### config.mk
export PLATFORM = sky130hd
export DESIGN_NAME = piecewise_contrast_stretch_core
export DESIGN_NICKNAME = d
export VERILOG_FILES = /design/src/rtl/pcs_pkg.sv /design/src/rtl/pcs_serial_div.sv /design/src/rtl/piecewise_contrast_stretch_core.sv
export SDC_FILE = /design/constraint.sdc
export NUM_CORES = 1
export LEC_CHECK = 0
export BUFFER_PORTS_ARGS = -buffer_cell sky130_fd_sc_hd__buf_4
export CAP_MARGIN = 20
export CORE_MARGIN = 4
export CORE_UTILIZATION = 38
export CTS_BUF_LIST = sky130_fd_sc_hd__clkbuf_2 sky130_fd_sc_hd__clkbuf_4 sky130_fd_sc_hd__clkbuf_8
export CTS_CLUSTER_SIZE = 8
export DETAILED_ROUTE_END_ITERATION = 12
export GPL_TIMING_DRIVEN = 0
export HOLD_SLACK_MARGIN = 0.05
export MAX_ROUTING_LAYER = met4
export PLACE_DENSITY = 0.55
export SLEW_MARGIN = 20
export SYNTH_ARGS = -nofsm -noshare
export SYNTH_HDL_FRONTEND = slang
export SYNTH_SLANG_ARGS = --single-unit
### constraint.sdc
create_clock -name clk -period 7 [get_ports clk]
set_input_delay 0.35 -clock clk [delete_from_list [all_inputs] [get_ports clk]]
set_output_delay 0.35 -clock clk [all_outputs]
set_load 0.01 [all_outputs]
### src/rtl/pcs_pkg.sv
// Shared constants and types for the piecewise contrast stretch core.
package pcs_pkg;

    // Item kinds carried in tuser bit 0
    localparam logic OP_GATHER = 1'b0;
    localparam logic OP_MAP    = 1'b1;

    // Grey-level and arithmetic widths
    localparam int LEVEL_W = 8;
    localparam int PROD5_W = 18;            // gap times reciprocal of five
    localparam int NUM_W   = 19;            // 1275 * (pixel - low)
    localparam int QUOT_W  = 10;            // quotient never reaches 1024
    localparam int REM_W   = LEVEL_W + 1;
    localparam int CNT_W   = $clog2(QUOT_W + 1);

    localparam logic [LEVEL_W-1:0] LEVEL_MAX  = 8'd255;
    localparam logic [LEVEL_W-1:0] LEVEL_MIN  = 8'd0;
    localparam logic [NUM_W-1:0]   BAND_SCALE = 19'd1275;
    // floor(x/5) == (x*205) >> 10 for every x below 1024
    localparam logic [PROD5_W-1:0] RECIP5     = 18'd205;
    localparam int                 RECIP5_SH  = 10;

    // Divider status seen by the sequencer
    typedef struct packed {
        logic busy;
        logic done;
    } pcs_div_status_t;

endpackage

### src/rtl/pcs_serial_div.sv
// Radix-2 restoring divider, one quotient bit per cycle, numerator shifted in bit-serially.
module pcs_serial_div
    import pcs_pkg::*;
(
    input  logic                 clk,
    input  logic                 rst_n,
    input  logic                 start,
    input  logic [NUM_W-1:0]     numer,
    input  logic [LEVEL_W-1:0]   divisor,
    output logic [QUOT_W-1:0]    quotient,
    output pcs_div_status_t      status
);

    logic [CNT_W-1:0]   cnt_reg,  cnt_next;
    logic               done_reg, done_next;
    logic [REM_W-1:0]   rem_reg,  rem_next;
    logic [QUOT_W-1:0]  nsh_reg,  nsh_next;
    logic [QUOT_W-1:0]  quot_reg, quot_next;
    logic [LEVEL_W-1:0] dvs_reg,  dvs_next;

    logic [REM_W:0]     trial;
    logic               fits;

    // Bring down the next numerator bit and try one subtraction
    assign trial = {rem_reg, nsh_reg[QUOT_W-1]};
    assign fits  = (trial >= {2'b00, dvs_reg});

    always_comb
    begin
        cnt_next  = cnt_reg;
        done_next = 1'b0;
        rem_next  = rem_reg;
        nsh_next  = nsh_reg;
        quot_next = quot_reg;
        dvs_next  = dvs_reg;
        if (start)
        begin
            // Upper numerator bits are already below the divisor
            cnt_next  = CNT_W'(QUOT_W);
            rem_next  = numer[NUM_W-1:QUOT_W];
            nsh_next  = numer[QUOT_W-1:0];
            dvs_next  = divisor;
        end
        else if (cnt_reg != '0)
        begin
            cnt_next  = cnt_reg - 1'b1;
            rem_next  = fits ? REM_W'(trial - {2'b00, dvs_reg}) : trial[REM_W-1:0];
            nsh_next  = {nsh_reg[QUOT_W-2:0], 1'b0};
            quot_next = {quot_reg[QUOT_W-2:0], fits};
            done_next = (cnt_reg == CNT_W'(1));
        end
    end

    // Hold control state under reset; datapath needs none
    always_ff @(posedge clk or negedge rst_n)
    begin
        if (!rst_n)
        begin
            cnt_reg  <= '0;
            done_reg <= 1'b0;
        end
        else
        begin
            cnt_reg  <= cnt_next;
            done_reg <= done_next;
        end
    end

    always_ff @(posedge clk)
    begin
        rem_reg  <= rem_next;
        nsh_reg  <= nsh_next;
        quot_reg <= quot_next;
        dvs_reg  <= dvs_next;
    end

    assign quotient    = quot_reg;
    assign status.busy = (cnt_reg != '0);
    assign status.done = done_reg;

endmodule

### src/rtl/piecewise_contrast_stretch_core.sv
// Top level of the piecewise contrast stretch: statistics, thresholds and mapping sequencer.
//
//  channel | direction | signals                          | carries
//  --------+-----------+----------------------------------+-------------------------------
//  s_*     | in        | s_tvalid s_tready s_tdata s_tuser| pixel; opcode, frame_start
//  m_*     | out       | m_tvalid m_tready m_tdata        | mapped_pixel
//
// A gather item passes through the transfer and a threshold update. A map item goes
// through setup and hold when the pixel falls outside the middle band; inside it, the item
// also waits in the divide state while the 10-step radix-2 serial divider runs.
// Reset clears the running minimum to 255, the maximum to 0 and empties the output.
// A stalled output register lets gather items pass, but the next map result waits
// in the sequencer, with input blocked, until the output register is free.
module piecewise_contrast_stretch_core
    import pcs_pkg::*;
(
    input  logic               clk,
    input  logic               rst_n,
    input  logic               s_tvalid,
    output logic               s_tready,
    input  logic [7:0]         s_tdata,   // [7:0] pixel
    input  logic [1:0]         s_tuser,   // [0] opcode, [1] frame_start
    output logic               m_tvalid,
    input  logic               m_tready,
    output logic [7:0]         m_tdata    // [7:0] mapped_pixel
);

    typedef enum logic [2:0] {
        ST_IDLE,
        ST_STATS,
        ST_SETUP,
        ST_DIV,
        ST_HOLD
    } state_t;

    state_t               state_reg;
    logic [LEVEL_W-1:0]   min_reg, max_reg;
    logic [LEVEL_W-1:0]   low_reg, high_reg, gap_reg;
    logic [LEVEL_W-1:0]   pix_reg;
    logic [LEVEL_W-1:0]   res_reg;
    logic                 out_valid_reg;
    logic [LEVEL_W-1:0]   out_data_reg;

    logic                 in_xfer;
    logic [LEVEL_W-1:0]   gap_c, low_c, high_c, diff_c;
    logic [PROD5_W-1:0]   fifth_prod, two_fifth_prod;
    logic [NUM_W-1:0]     num_c;
    logic                 div_start;
    logic [QUOT_W-1:0]    div_quot;
    pcs_div_status_t      div_stat;

    assign s_tready = (state_reg == ST_IDLE);
    assign in_xfer  = s_tvalid && s_tready;

    // Band thresholds from the gathered range; an inverted range counts as flat
    assign gap_c          = (max_reg >= min_reg) ? (max_reg - min_reg) : LEVEL_MIN;
    assign fifth_prod     = {{(PROD5_W-LEVEL_W){1'b0}}, gap_c} * RECIP5;
    assign two_fifth_prod = {{(PROD5_W-LEVEL_W-1){1'b0}}, gap_c, 1'b0} * RECIP5;
    assign low_c          = min_reg + fifth_prod[RECIP5_SH +: LEVEL_W];
    assign high_c         = min_reg + two_fifth_prod[RECIP5_SH +: LEVEL_W];

    // Scaled offset into the middle band
    assign diff_c    = pix_reg - low_reg;
    assign num_c     = {{(NUM_W-LEVEL_W){1'b0}}, diff_c} * BAND_SCALE;
    assign div_start = (state_reg == ST_SETUP) && (pix_reg >= low_reg) && (pix_reg < high_reg);

    pcs_serial_div u_div (
        .clk      (clk),
        .rst_n    (rst_n),
        .start    (div_start),
        .numer    (num_c),
        .divisor  (gap_reg),
        .quotient (div_quot),
        .status   (div_stat)
    );

    // Sequence items and hold statistics, thresholds and the output register
    always_ff @(posedge clk or negedge rst_n)
    begin
        if (!rst_n)
        begin
            state_reg     <= ST_IDLE;
            min_reg       <= LEVEL_MAX;
            max_reg       <= LEVEL_MIN;
            low_reg       <= LEVEL_MAX;
            high_reg      <= LEVEL_MAX;
            gap_reg       <= LEVEL_MIN;
            res_reg       <= LEVEL_MIN;
            out_valid_reg <= 1'b0;
            out_data_reg  <= LEVEL_MIN;
        end
        else
        begin
            // Drop the result once the consumer takes it, unless a new one loads
            if (out_valid_reg && m_tready && (state_reg != ST_HOLD))
            begin
                out_valid_reg <= 1'b0;
            end

            case (state_reg)
                ST_IDLE:
                begin
                    if (in_xfer)
                    begin
                        if (s_tuser[0] == OP_GATHER)
                        begin
                            if (s_tuser[1])
                            begin
                                min_reg <= s_tdata;
                                max_reg <= s_tdata;
                            end
                            else
                            begin
                                if (s_tdata < min_reg)
                                begin
                                    min_reg <= s_tdata;
                                end
                                if (s_tdata > max_reg)
                                begin
                                    max_reg <= s_tdata;
                                end
                            end
                            state_reg <= ST_STATS;
                        end
                        else
                        begin
                            state_reg <= ST_SETUP;
                        end
                    end
                end
                ST_STATS:
                begin
                    low_reg   <= low_c;
                    high_reg  <= high_c;
                    gap_reg   <= gap_c;
                    state_reg <= ST_IDLE;
                end
                ST_SETUP:
                begin
                    if (pix_reg < low_reg)
                    begin
                        res_reg   <= LEVEL_MIN;
                        state_reg <= ST_HOLD;
                    end
                    else if (pix_reg >= high_reg)
                    begin
                        res_reg   <= LEVEL_MAX;
                        state_reg <= ST_HOLD;
                    end
                    else
                    begin
                        state_reg <= ST_DIV;
                    end
                end
                ST_DIV:
                begin
                    // Saturate the quotient to a grey level
                    if (div_stat.done)
                    begin
                        res_reg   <= (div_quot[QUOT_W-1:LEVEL_W] != '0) ?
                                     LEVEL_MAX : div_quot[LEVEL_W-1:0];
                        state_reg <= ST_HOLD;
                    end
                end
                ST_HOLD:
                begin
                    if (!out_valid_reg || m_tready)
                    begin
                        out_valid_reg <= 1'b1;
                        out_data_reg  <= res_reg;
                        state_reg     <= ST_IDLE;
                    end
                end
                default:
                begin
                    state_reg <= ST_IDLE;
                end
            endcase
        end
    end

    // Capture the pixel of each transfer
    always_ff @(posedge clk)
    begin
        if (in_xfer)
        begin
            pix_reg <= s_tdata;
        end
    end

    assign m_tvalid = out_valid_reg;
    assign m_tdata  = out_data_reg;

    // Divider finishes only while the sequencer waits for it
    a_done_in_div: assert property (@(posedge clk) disable iff (!rst_n)
        div_stat.done |-> (state_reg == ST_DIV))
        else $error("divider finished outside the divide state");

    // No new item is taken while the divider still runs
    a_idle_div: assert property (@(posedge clk) disable iff (!rst_n)
        s_tready |-> !div_stat.busy)
        else $error("input ready while divider busy");

    // Gathered statistics stay ordered when thresholds are rebuilt
    a_range_order: assert property (@(posedge clk) disable iff (!rst_n)
        (state_reg == ST_STATS) |-> (min_reg <= max_reg))
        else $error("minimum above maximum after gather");

    // A map transfer always leads to the setup step
    a_map_setup: assert property (@(posedge clk) disable iff (!rst_n)
        (in_xfer && (s_tuser[0] == OP_MAP)) |=> (state_reg == ST_SETUP))
        else $error("map transfer did not enter setup");

endmodule

==> flow_metrics.env, run 1 <==
export IMPL_status="finished, final reports clean"
export IMPL_final_cell_mix="ha_1, inv_1, nand2_1"
export IMPL_async_flop_share_pct=59.1
export IMPL_max_slew_worst_pin_slew_ns=0.963
export IMPL_antenna_found_initial=0
export IMPL_die_area_um2=26900
export IMPL_syn2layout_area_growth_pct=11.9
export IMPL_synth_area_leader_cell="ha_1"
export IMPL_synth_cells=906
export IMPL_rows=56
export IMPL_gp_congestion=0.855
export IMPL_synth_top_area_share_pct=19.8
export IMPL_layout_commonest_cell="ha_1"
export IMPL_synth_area_um2=9240
export IMPL_period_needed_ns=6.73
export IMPL_cp_slowest_cell="dfstp_2"
export IMPL_antenna_left=0
export IMPL_syn_mean_instance_area_um2=10.2
export IMPL_die_x_um=164
export IMPL_fin_nets=1152
export IMPL_finalHoldViolations=0
export IMPL_cts_root_buf="clkbuf_8"
export IMPL_io_pins=24
export IMPL_cts_tree="yes"
export IMPL_crit_top_cell="a21o_1"
export IMPL_grt_usage_pct=15.9
export IMPL_clock_latency_ns=0.38
export IMPL_setup_tns_ns=0
export IMPL_ys_ff_latch=110
export IMPL_fin_crit_sh_pct=96.1
export IMPL_htree_levels=3
export IMPL_fin_skew_ns=0.0151
export IMPL_via_per_inst=5.07
export IMPL_die_height_um=164
export IMPL_crit_arrival_ns=7.05
export IMPL_synthDistinctLibCells=58
export IMPL_initial_core_util_pct=39.0
export IMPL_r2r_slack_ns=0.27
export IMPL_grt_pass1_vias=6837
export IMPL_grt_max_degree=66
export IMPL_final_core_util_pct=43.6
export IMPL_worstSetupEndpoint="low_reg[7]"
export IMPL_required_ns=7.32
export IMPL_nFillCells=2353
export IMPL_hpwlAfterDp_um=15800
export IMPL_slowest_delay_ns=0.60
export IMPL_avgRoutedWirePerCell_um=15.5
export IMPL_synth_flop_cell="edfxtp_1"
export IMPL_crit_fanout=10
export IMPL_synthTopCellsByArea="ha_1, edfxtp_1, dfrtp_1, fa_1, dfstp_2"
export IMPL_reg2reg_depth=29
export IMPL_wl_um=19800
export IMPL_clk_path_buf_depth=2
export IMPL_num_antenna_cells=0
export IMPL_crit_start="min_reg[0]"
export IMPL_grt_overflow_total=0
export IMPL_numCtsBuffers=9
export IMPL_cap_viol_max_count=0
export IMPL_grt_pass1_wl_um=33500
export IMPL_holdBufCountCts=0
export IMPL_worst_hold_slack_ns=0.0510
export IMPL_vias=6460
export IMPL_ys_seq_area_share_pct=32.6
export IMPL_max_slew_margin_pct=35.6
export IMPL_syn_num_nets=1109
export IMPL_critPathKind="reg -> reg"
export IMPL_first_pass_iters=5
export IMPL_holdCritPathClass="in -> async"
export IMPL_yosysWarningCount=0
export IMPL_cp_start_kind="register"
export IMPL_drt_iter0_markers=292
export IMPL_cp_end_kind="register"
export IMPL_clk_pin_slew_ns=0.11
export IMPL_setup_viol=0
export IMPL_clock_sinks=110
export IMPL_io_buffers=23
export IMPL_slew_viol_final=0
export IMPL_max_freq_mhz=149
export IMPL_drc=0
export IMPL_seq_area_um2=3010
export IMPL_drive_gt1_share_pct=16.2
export IMPL_worstReg2RegStart="min_reg[0]"
export IMPL_r2r_end="low_reg[7]"
export IMPL_synth_edf_count=45
export IMPL_fp_coreArea_um2=23700
export IMPL_multi_input_area_um2=5940
how the worst min path moves through the flow:
stage / startpoint / end / depth (start not counted)
after global placement: gap_reg[4] / u_div.dvs_reg[4] / 0
after global routing: rst_n / m_tdata[3] / 1
after CTS: rst_n / m_tdata[4] / 1
final: rst_n / m_tdata[4] / 1
after floorplan: rst_n / gap_reg[0] / 0
after detailed placement: gap_reg[4] / u_div.dvs_reg[4] / 0
Yosys cell counts, drive strengths merged, types with 3 or more instances:
library cell and number:
mux2 30, dfrtp 41, o211ai 3, a31oi 10
a21boi 3, nor2 46, or3 3, xnor2 30
clkbuf 11, nand3b 4, o31ai 8, xor2 22
nand2b 13, a21oi 39, ha 146, and4 3
nand2 67, and3 3, nor2b 11, nand3 9
nand4 8, o22ai 10, mux2i 11, nor3 12
fa 43, a211oi 4, or2 5, o21ai 44
edfxtp 45, buf 3, o21a 8, inv 126
a21o 32, o21bai 4, dfstp 24
per-layer routing:
metal	vias up	wire length (um)	GRT usage, %	part of all wire, %
met5	-	0	-	0
met4	0	306	3.16	1.5
met3	20	444	2.06	2.2
met2	71	9490	26.9	48
met1	3145	9550	20.7	48
li1	3224	-	-	-
area by class of cell:
| cell class | count | share of cell area, % |
|---|---|---|
| multi-input cells | 656 | 57.5 |
| flip-flops and latches | 110 | 29.1 |
| inverters | 126 | 4.58 |
| well taps | 319 | 3.86 |
| repair buffers | 32 | 2.33 |
| clock buffers | 9 | 1.20 |
| clock inverters | 7 | 0.775 |
| plain buffers | 14 | 0.678 |
timing repair:
action,in CTS,in global routing
pin swaps,6,13
gates resized for setup,25,34
setup buffers,4,5
setup endpoints to repair,9,8
worst max-delay path, delay by kind of cell (launching register included):
kind | cells | cell delay (ns)
AND/OR/NAND/NOR | 6 | 0.93
buffers and inverters | 3 | 0.29
adder cells (fa/ha/maj) | 8 | 2.89
flip-flops | 1 | 0.60
XOR/XNOR | 1 | 0.16
AO/OA/AOI/OAI | 11 | 1.80
metrics by stage:
| step | std cells | area (um2) | worst slack (ns) |
|---|---|---|---|
| after global routing | 1273 | 10300 | -0.0157 |
| after global placement | 1248 | 9810 | -0.648 |
| final | 1273 | 10300 | 0.274 |
| after floorplan | 906 | 9240 | 0.297 |
| after detailed placement | 1248 | 9810 | -0.682 |
| after CTS | 1268 | 10100 | 0.00897 |
kinds of logic after synthesis:
| group | share of synthesized area, % |
|---|---|
| simple gates | 10.4 |
| buf+inv | 5.77 |
| mux | 4.85 |
| compound gates | 12.4 |
| fa+ha+maj | 29.1 |
| flops | 32.6 |
| xor+xnor | 4.93 |
Power of run 1 is left out: the tool's default activity adds up to more than one toggle a clock period on the data nets, which glitch-free logic cannot reach.
==> run 2, diff against run 1 <==
- CORE_ASPECT_RATIO: default -> 2
==> run 2 against run 1 <==
Sequential share of layout area up 0.056 points. Final cell count down 2.1%. Sequential cell count unchanged. Global-route usage up 1.5 points. Critical path depth up 3. Fmax down 1.7%. Wire length up 13%. Design area down 0.19%. Non-clock buffer count up 5. Setup slack worse by 0.12 ns. Register-to-register slack worse by 0.12 ns.
==> flow_metrics.env, run 2 (synthesis gave the netlist of run 1 again) <==
export IMPL_holdCritPathClass="in -> async"
export IMPL_crit_top_cell="ha_1"
export IMPL_antenna_left=0
export IMPL_die_x_um=118
export IMPL_avgRoutedWirePerCell_um=17.9
export IMPL_fin_nets=1157
export IMPL_cp_slowest_cell="fa_1"
export IMPL_num_antenna_cells=0
export IMPL_hpwlAfterDp_um=18600
export IMPL_crit_arrival_ns=7.20
export IMPL_grt_overflow_total=0
export IMPL_critPathKind="reg -> reg"
export IMPL_wl_um=22400
export IMPL_required_ns=7.35
export IMPL_setup_viol=0
export IMPL_cts_root_buf="clkbuf_8"
export IMPL_via_per_inst=5.25
export IMPL_max_freq_mhz=146
export IMPL_holdBufCountCts=0
export IMPL_first_pass_iters=6
export IMPL_status="finished, final reports clean"
export IMPL_drt_iter0_markers=123
export IMPL_cap_viol_max_count=0
export IMPL_gp_congestion=0.875
export IMPL_cts_tree="yes"
export IMPL_clock_sinks=110
export IMPL_drc=0
export IMPL_io_pins=24
export IMPL_dp_cells=1216
export IMPL_grt_pass1_vias=6971
export IMPL_clk_pin_slew_ns=0.13
export IMPL_io_buffers=23
export IMPL_antenna_found_initial=0
export IMPL_crit_family="adder cells"
export IMPL_nFillCells=2315
export IMPL_initial_core_util_pct=38.6
export IMPL_slowest_delay_ns=0.52
export IMPL_period_needed_ns=6.84
export IMPL_seq_area_um2=3010
export IMPL_syn2layout_area_growth_pct=11.7
export IMPL_vias=6538
export IMPL_grt_max_degree=66
export IMPL_grt_pass1_wl_um=35500
export IMPL_clock_latency_ns=0.41
export IMPL_htree_levels=3
export IMPL_path_buf_inv=4
export IMPL_die_area_um2=27000
export IMPL_max_slew_margin_pct=32.0
export IMPL_drive_gt1_share_pct=16.4
export IMPL_rows=80
export IMPL_clk_path_buf_depth=2
export IMPL_crit_fanout=5
export IMPL_worst_hold_slack_ns=0.0376
export IMPL_fp_coreArea_um2=23900
export IMPL_grt_usage_pct=17.4
export IMPL_cp_end_kind="register"
export IMPL_fin_skew_ns=0.0257
export IMPL_layout_commonest_cell="ha_1"
export IMPL_instances_no_fill=1246
export IMPL_fin_crit_sh_pct=97.7
export IMPL_multi_input_area_um2=5910
export IMPL_finalHoldViolations=0
export IMPL_numCtsBuffers=9
export IMPL_slew_viol_final=0
export IMPL_max_slew_worst_pin_slew_ns=1.02
export IMPL_die_height_um=228
export IMPL_final_cell_mix="ha_1, inv_1, nand2_1"
export IMPL_cp_start_kind="register"
run 2: changes by cell type in the layout (fill, tap and decap cells not counted), moves of 2 or more:
cell / previous run / this run
buf_4: 32 / 38
clkinv_8: 0 / 3
clkinv_4: 2 / 0
inv_6: 1 / 3
o21ai_1: 3 / 1
o21ai_2: 1 / 3
run 2: per-layer routing:
| layer | global-route usage, % | routed length, um | part of all wire, % |
|---|---|---|---|
| met4 | 8.15 | 1040 | 4.6 |
| met3 | 1.58 | 274 | 1.2 |
| met5 | - | 0 | 0 |
| met2 | 36.2 | 13700 | 61 |
| met1 | 14.8 | 7370 | 33 |
run 2: cell type report:
| class | count | share of cell area, % |
|---|---|---|
| well taps | 287 | 3.48 |
| inverters | 126 | 4.59 |
| multi-input cells | 656 | 57.3 |
| clock inverters | 7 | 0.886 |
| repair buffers | 38 | 2.77 |
| flip-flops and latches | 110 | 29.2 |
| plain buffers | 13 | 0.643 |
| clock buffers | 9 | 1.20 |
run 2: worst paths after layout:
kind | cells after the start | slack [ns] | to | from
worst max-delay path | 32 | 0.16 | low_reg[7] | max_reg[0]
worst min-delay path | 1 | 0.04 | gap_reg[1] | rst_n
worst max register to register | 32 | 0.16 | low_reg[7] | max_reg[0]
worst min register to register | 0 | 0.46 | u_div.dvs_reg[0] | gap_reg[0]
max in group asynchronous | 1 | 6.38 | m_tvalid | rst_n
min in group clk | 1 | 0.15 | pix_reg[7] | s_tdata[7]
run 2: what timing repair did:
item | in CTS | in global routing
setup buffers | 6 | 9
pin swaps | 6 | 9
endpoints found under the setup margin | 10 | 5
gates resized for setup | 35 | 16
run 2: metrics by stage:
step	TNS, ns	worst slack (ns)	area (um2)	utilization, %
after floorplan	0	0.297	9240	-
after global placement	-4.29	-0.839	9770	40.8
after detailed placement	-4.63	-0.847	9770	40.8
after CTS	0	0.00557	10200	42.5
after global routing	-0.119	-0.0550	10300	43.1
final	0	0.158	10300	43.1
Power of run 2 is left out for the same reason.
==> run 3, diff against run 2 <==
- CORE_ASPECT_RATIO: 2 -> 0.9
- RECOVER_POWER: default -> 50
==> run 3 against run 2 <==
The run now ends with capacitance limit, slew limit left. Fmax is 3.0% higher. Highest routed layer unchanged. Via count shrank 3.3%. Sequential cell count unchanged. Clock skew down 0.0096 ns. Non-clock buffer count decreased by 3. Critical path depth down 2. Register-to-register slack gained 0.20 ns. Setup slack improved by 0.20 ns. Core utilization is 0.44 points higher.
==> flow_metrics.env, run 3 (synthesis gave the netlist of run 1 again) <==
export IMPL_layout_commonest_cell="ha_1"
export IMPL_multi_input_area_um2=5940
export IMPL_worstReg2RegStart="min_reg[3]"
export IMPL_required_ns=7.31
export IMPL_clock_sinks=110
export IMPL_slew_viol_final=66
export IMPL_antenna_left=0
export IMPL_antenna_found_initial=0
export IMPL_clk_path_buf_depth=2
export IMPL_rsz0062_at_grt="false"
export IMPL_cts_tree="yes"
export IMPL_r2r_end="low_reg[7]"
export IMPL_num_antenna_cells=0
export IMPL_cp_slowest_cell="dfstp_2"
export IMPL_fin_nets=1154
export IMPL_die_height_um=156
export IMPL_drc=0
export IMPL_rows=53
export IMPL_clock_latency_ns=0.38
export IMPL_grt_max_degree=66
export IMPL_setup_tns_ns=0
export IMPL_max_slew_margin_pct=-143
export IMPL_drt_iter0_markers=297
export IMPL_cts_root_buf="clkbuf_8"
export IMPL_period_needed_ns=6.65
export IMPL_max_slew_worst_pin_slew_ns=3.64
export IMPL_initial_core_util_pct=39.1
export IMPL_crit_fanout=5
export IMPL_crit_family="adder cells"
export IMPL_setup_viol=0
export IMPL_cp_start_kind="register"
export IMPL_crit_arrival_ns=6.96
export IMPL_worst_path_stages=30
export IMPL_grt_pass1_vias=6599
export IMPL_cp_end_kind="register"
export IMPL_via_per_inst=5.03
export IMPL_fin_crit_sh_pct=94.9
export IMPL_worstSetupEndpoint="low_reg[7]"
export IMPL_hpwlAfterDp_um=15800
export IMPL_avgRoutedWirePerCell_um=15.6
export IMPL_fin_skew_ns=0.0161
export IMPL_die_x_um=172
export IMPL_drive_gt1_share_pct=13.9
export IMPL_crit_start="min_reg[3]"
export IMPL_cap_viol_max_count=1
export IMPL_max_freq_mhz=150
export IMPL_gp_congestion=0.818
export IMPL_syn2layout_area_growth_pct=11.3
export IMPL_htree_levels=3
export IMPL_numCtsBuffers=9
export IMPL_holdBufCountCts=0
export IMPL_violations="capacitance limit, slew limit"
export IMPL_critPathKind="reg -> reg"
export IMPL_wl_um=19700
export IMPL_vias=6325
export IMPL_slowest_delay_ns=0.58
export IMPL_seq_area_um2=3010
export IMPL_grt_pass1_wl_um=33500
export IMPL_io_buffers=23
export IMPL_final_cell_mix="ha_1, inv_1, nand2_1"
export IMPL_finalHoldViolations=0
export IMPL_fp_coreArea_um2=23600
export IMPL_status="finished, violations left"
export IMPL_crit_top_cell="a21o_1"
export IMPL_reg2reg_depth=30
export IMPL_nFillCells=2326
export IMPL_grt_overflow_total=0
export IMPL_r2r_slack_ns=0.35
export IMPL_clk_pin_slew_ns=0.11
export IMPL_first_pass_iters=4
export IMPL_path_buf_inv=6
export IMPL_holdCritPathClass="in -> reg"
export IMPL_grt_usage_pct=15.9
export IMPL_io_pins=24
export IMPL_die_area_um2=26900
==> run 3: cell types whose count changed in the layout (fill, tap and decap cells not counted), sizes merged <==
cell	delta
bufinv	+2
clkinvlp	+1
clkinv	-3
clkbuf	+19
buf	-22
==> run 3: routing by layer <==
| metal | wire length (um) | global-route usage (%) | up-vias |
|---|---|---|---|
| met1 | 10100 | 22.9 | 3006 |
| met3 | 435 | 2.13 | 13 |
| met4 | 111 | 2.02 | 0 |
| met2 | 9010 | 24.9 | 67 |
| li1 | - | - | 3239 |
| met5 | 0 | - | - |
==> run 3: how the worst min path moves through the flow <==
| stage | startpoint | endpoint | slack, ns | depth (start not counted) |
|---|---|---|---|---|
| final | m_tready | m_tvalid | 0.28 | 3 |
| after global routing | m_tready | m_tvalid | 0.30 | 3 |
| after CTS | rst_n | u_div.cnt_reg[2] | 0.11 | 1 |
| after detailed placement | u_div.quotient[8] | u_div.quotient[9] | 0.43 | 0 |
| after global placement | gap_reg[4] | u_div.dvs_reg[4] | 0.43 | 0 |
| after floorplan | rst_n | gap_reg[0] | 0.05 | 0 |
==> run 3: layout make-up <==
type / instances / share of cell area, %
buffer: 14 / 0.682
clock buffer: 9 / 1.20
clock inverter: 7 / 0.998
inverter: 126 / 4.60
multi-input combinational: 656 / 57.8
sequential: 110 / 29.3
tap: 302 / 3.68
timing repair buffer: 34 / 1.83
==> run 3: per-stage QoR <==
step	utilization (%)	std cells	hold slack (ns)	instance area [um2]	setup WS (ns)
2_1_floorplan	-	906	0.0544	9240	0.297
3_3_place_gp	41.5	1231	0.431	9790	-0.619
3_5_place_dp	41.5	1231	0.431	9790	-0.619
4_1_cts	42.9	1250	0.107	10100	0.0151
5_1_grt	43.5	1258	0.305	10300	0.0318
6_report	43.5	1258	0.280	10300	0.354
==> run 3: worst reg2reg max path: cells and delay by family (launching register included) <==
kind | cells | cell delay [ns]
buffers and inverters | 6 | 0.55
adders and majority gates | 7 | 2.66
DFF | 1 | 0.58
and+or+nand+nor | 4 | 0.69
AOI/OAI and AO/OA | 12 | 1.99
xor gates and xnor gates | 1 | 0.15
==> run 3: repair_timing <==
action                     CTS  global route
setup endpoints to repair    8             7
gates resized for setup     25            29
buffers inserted             3             8
pin swaps                    7            16
Power of run 3 is left out for the same reason.
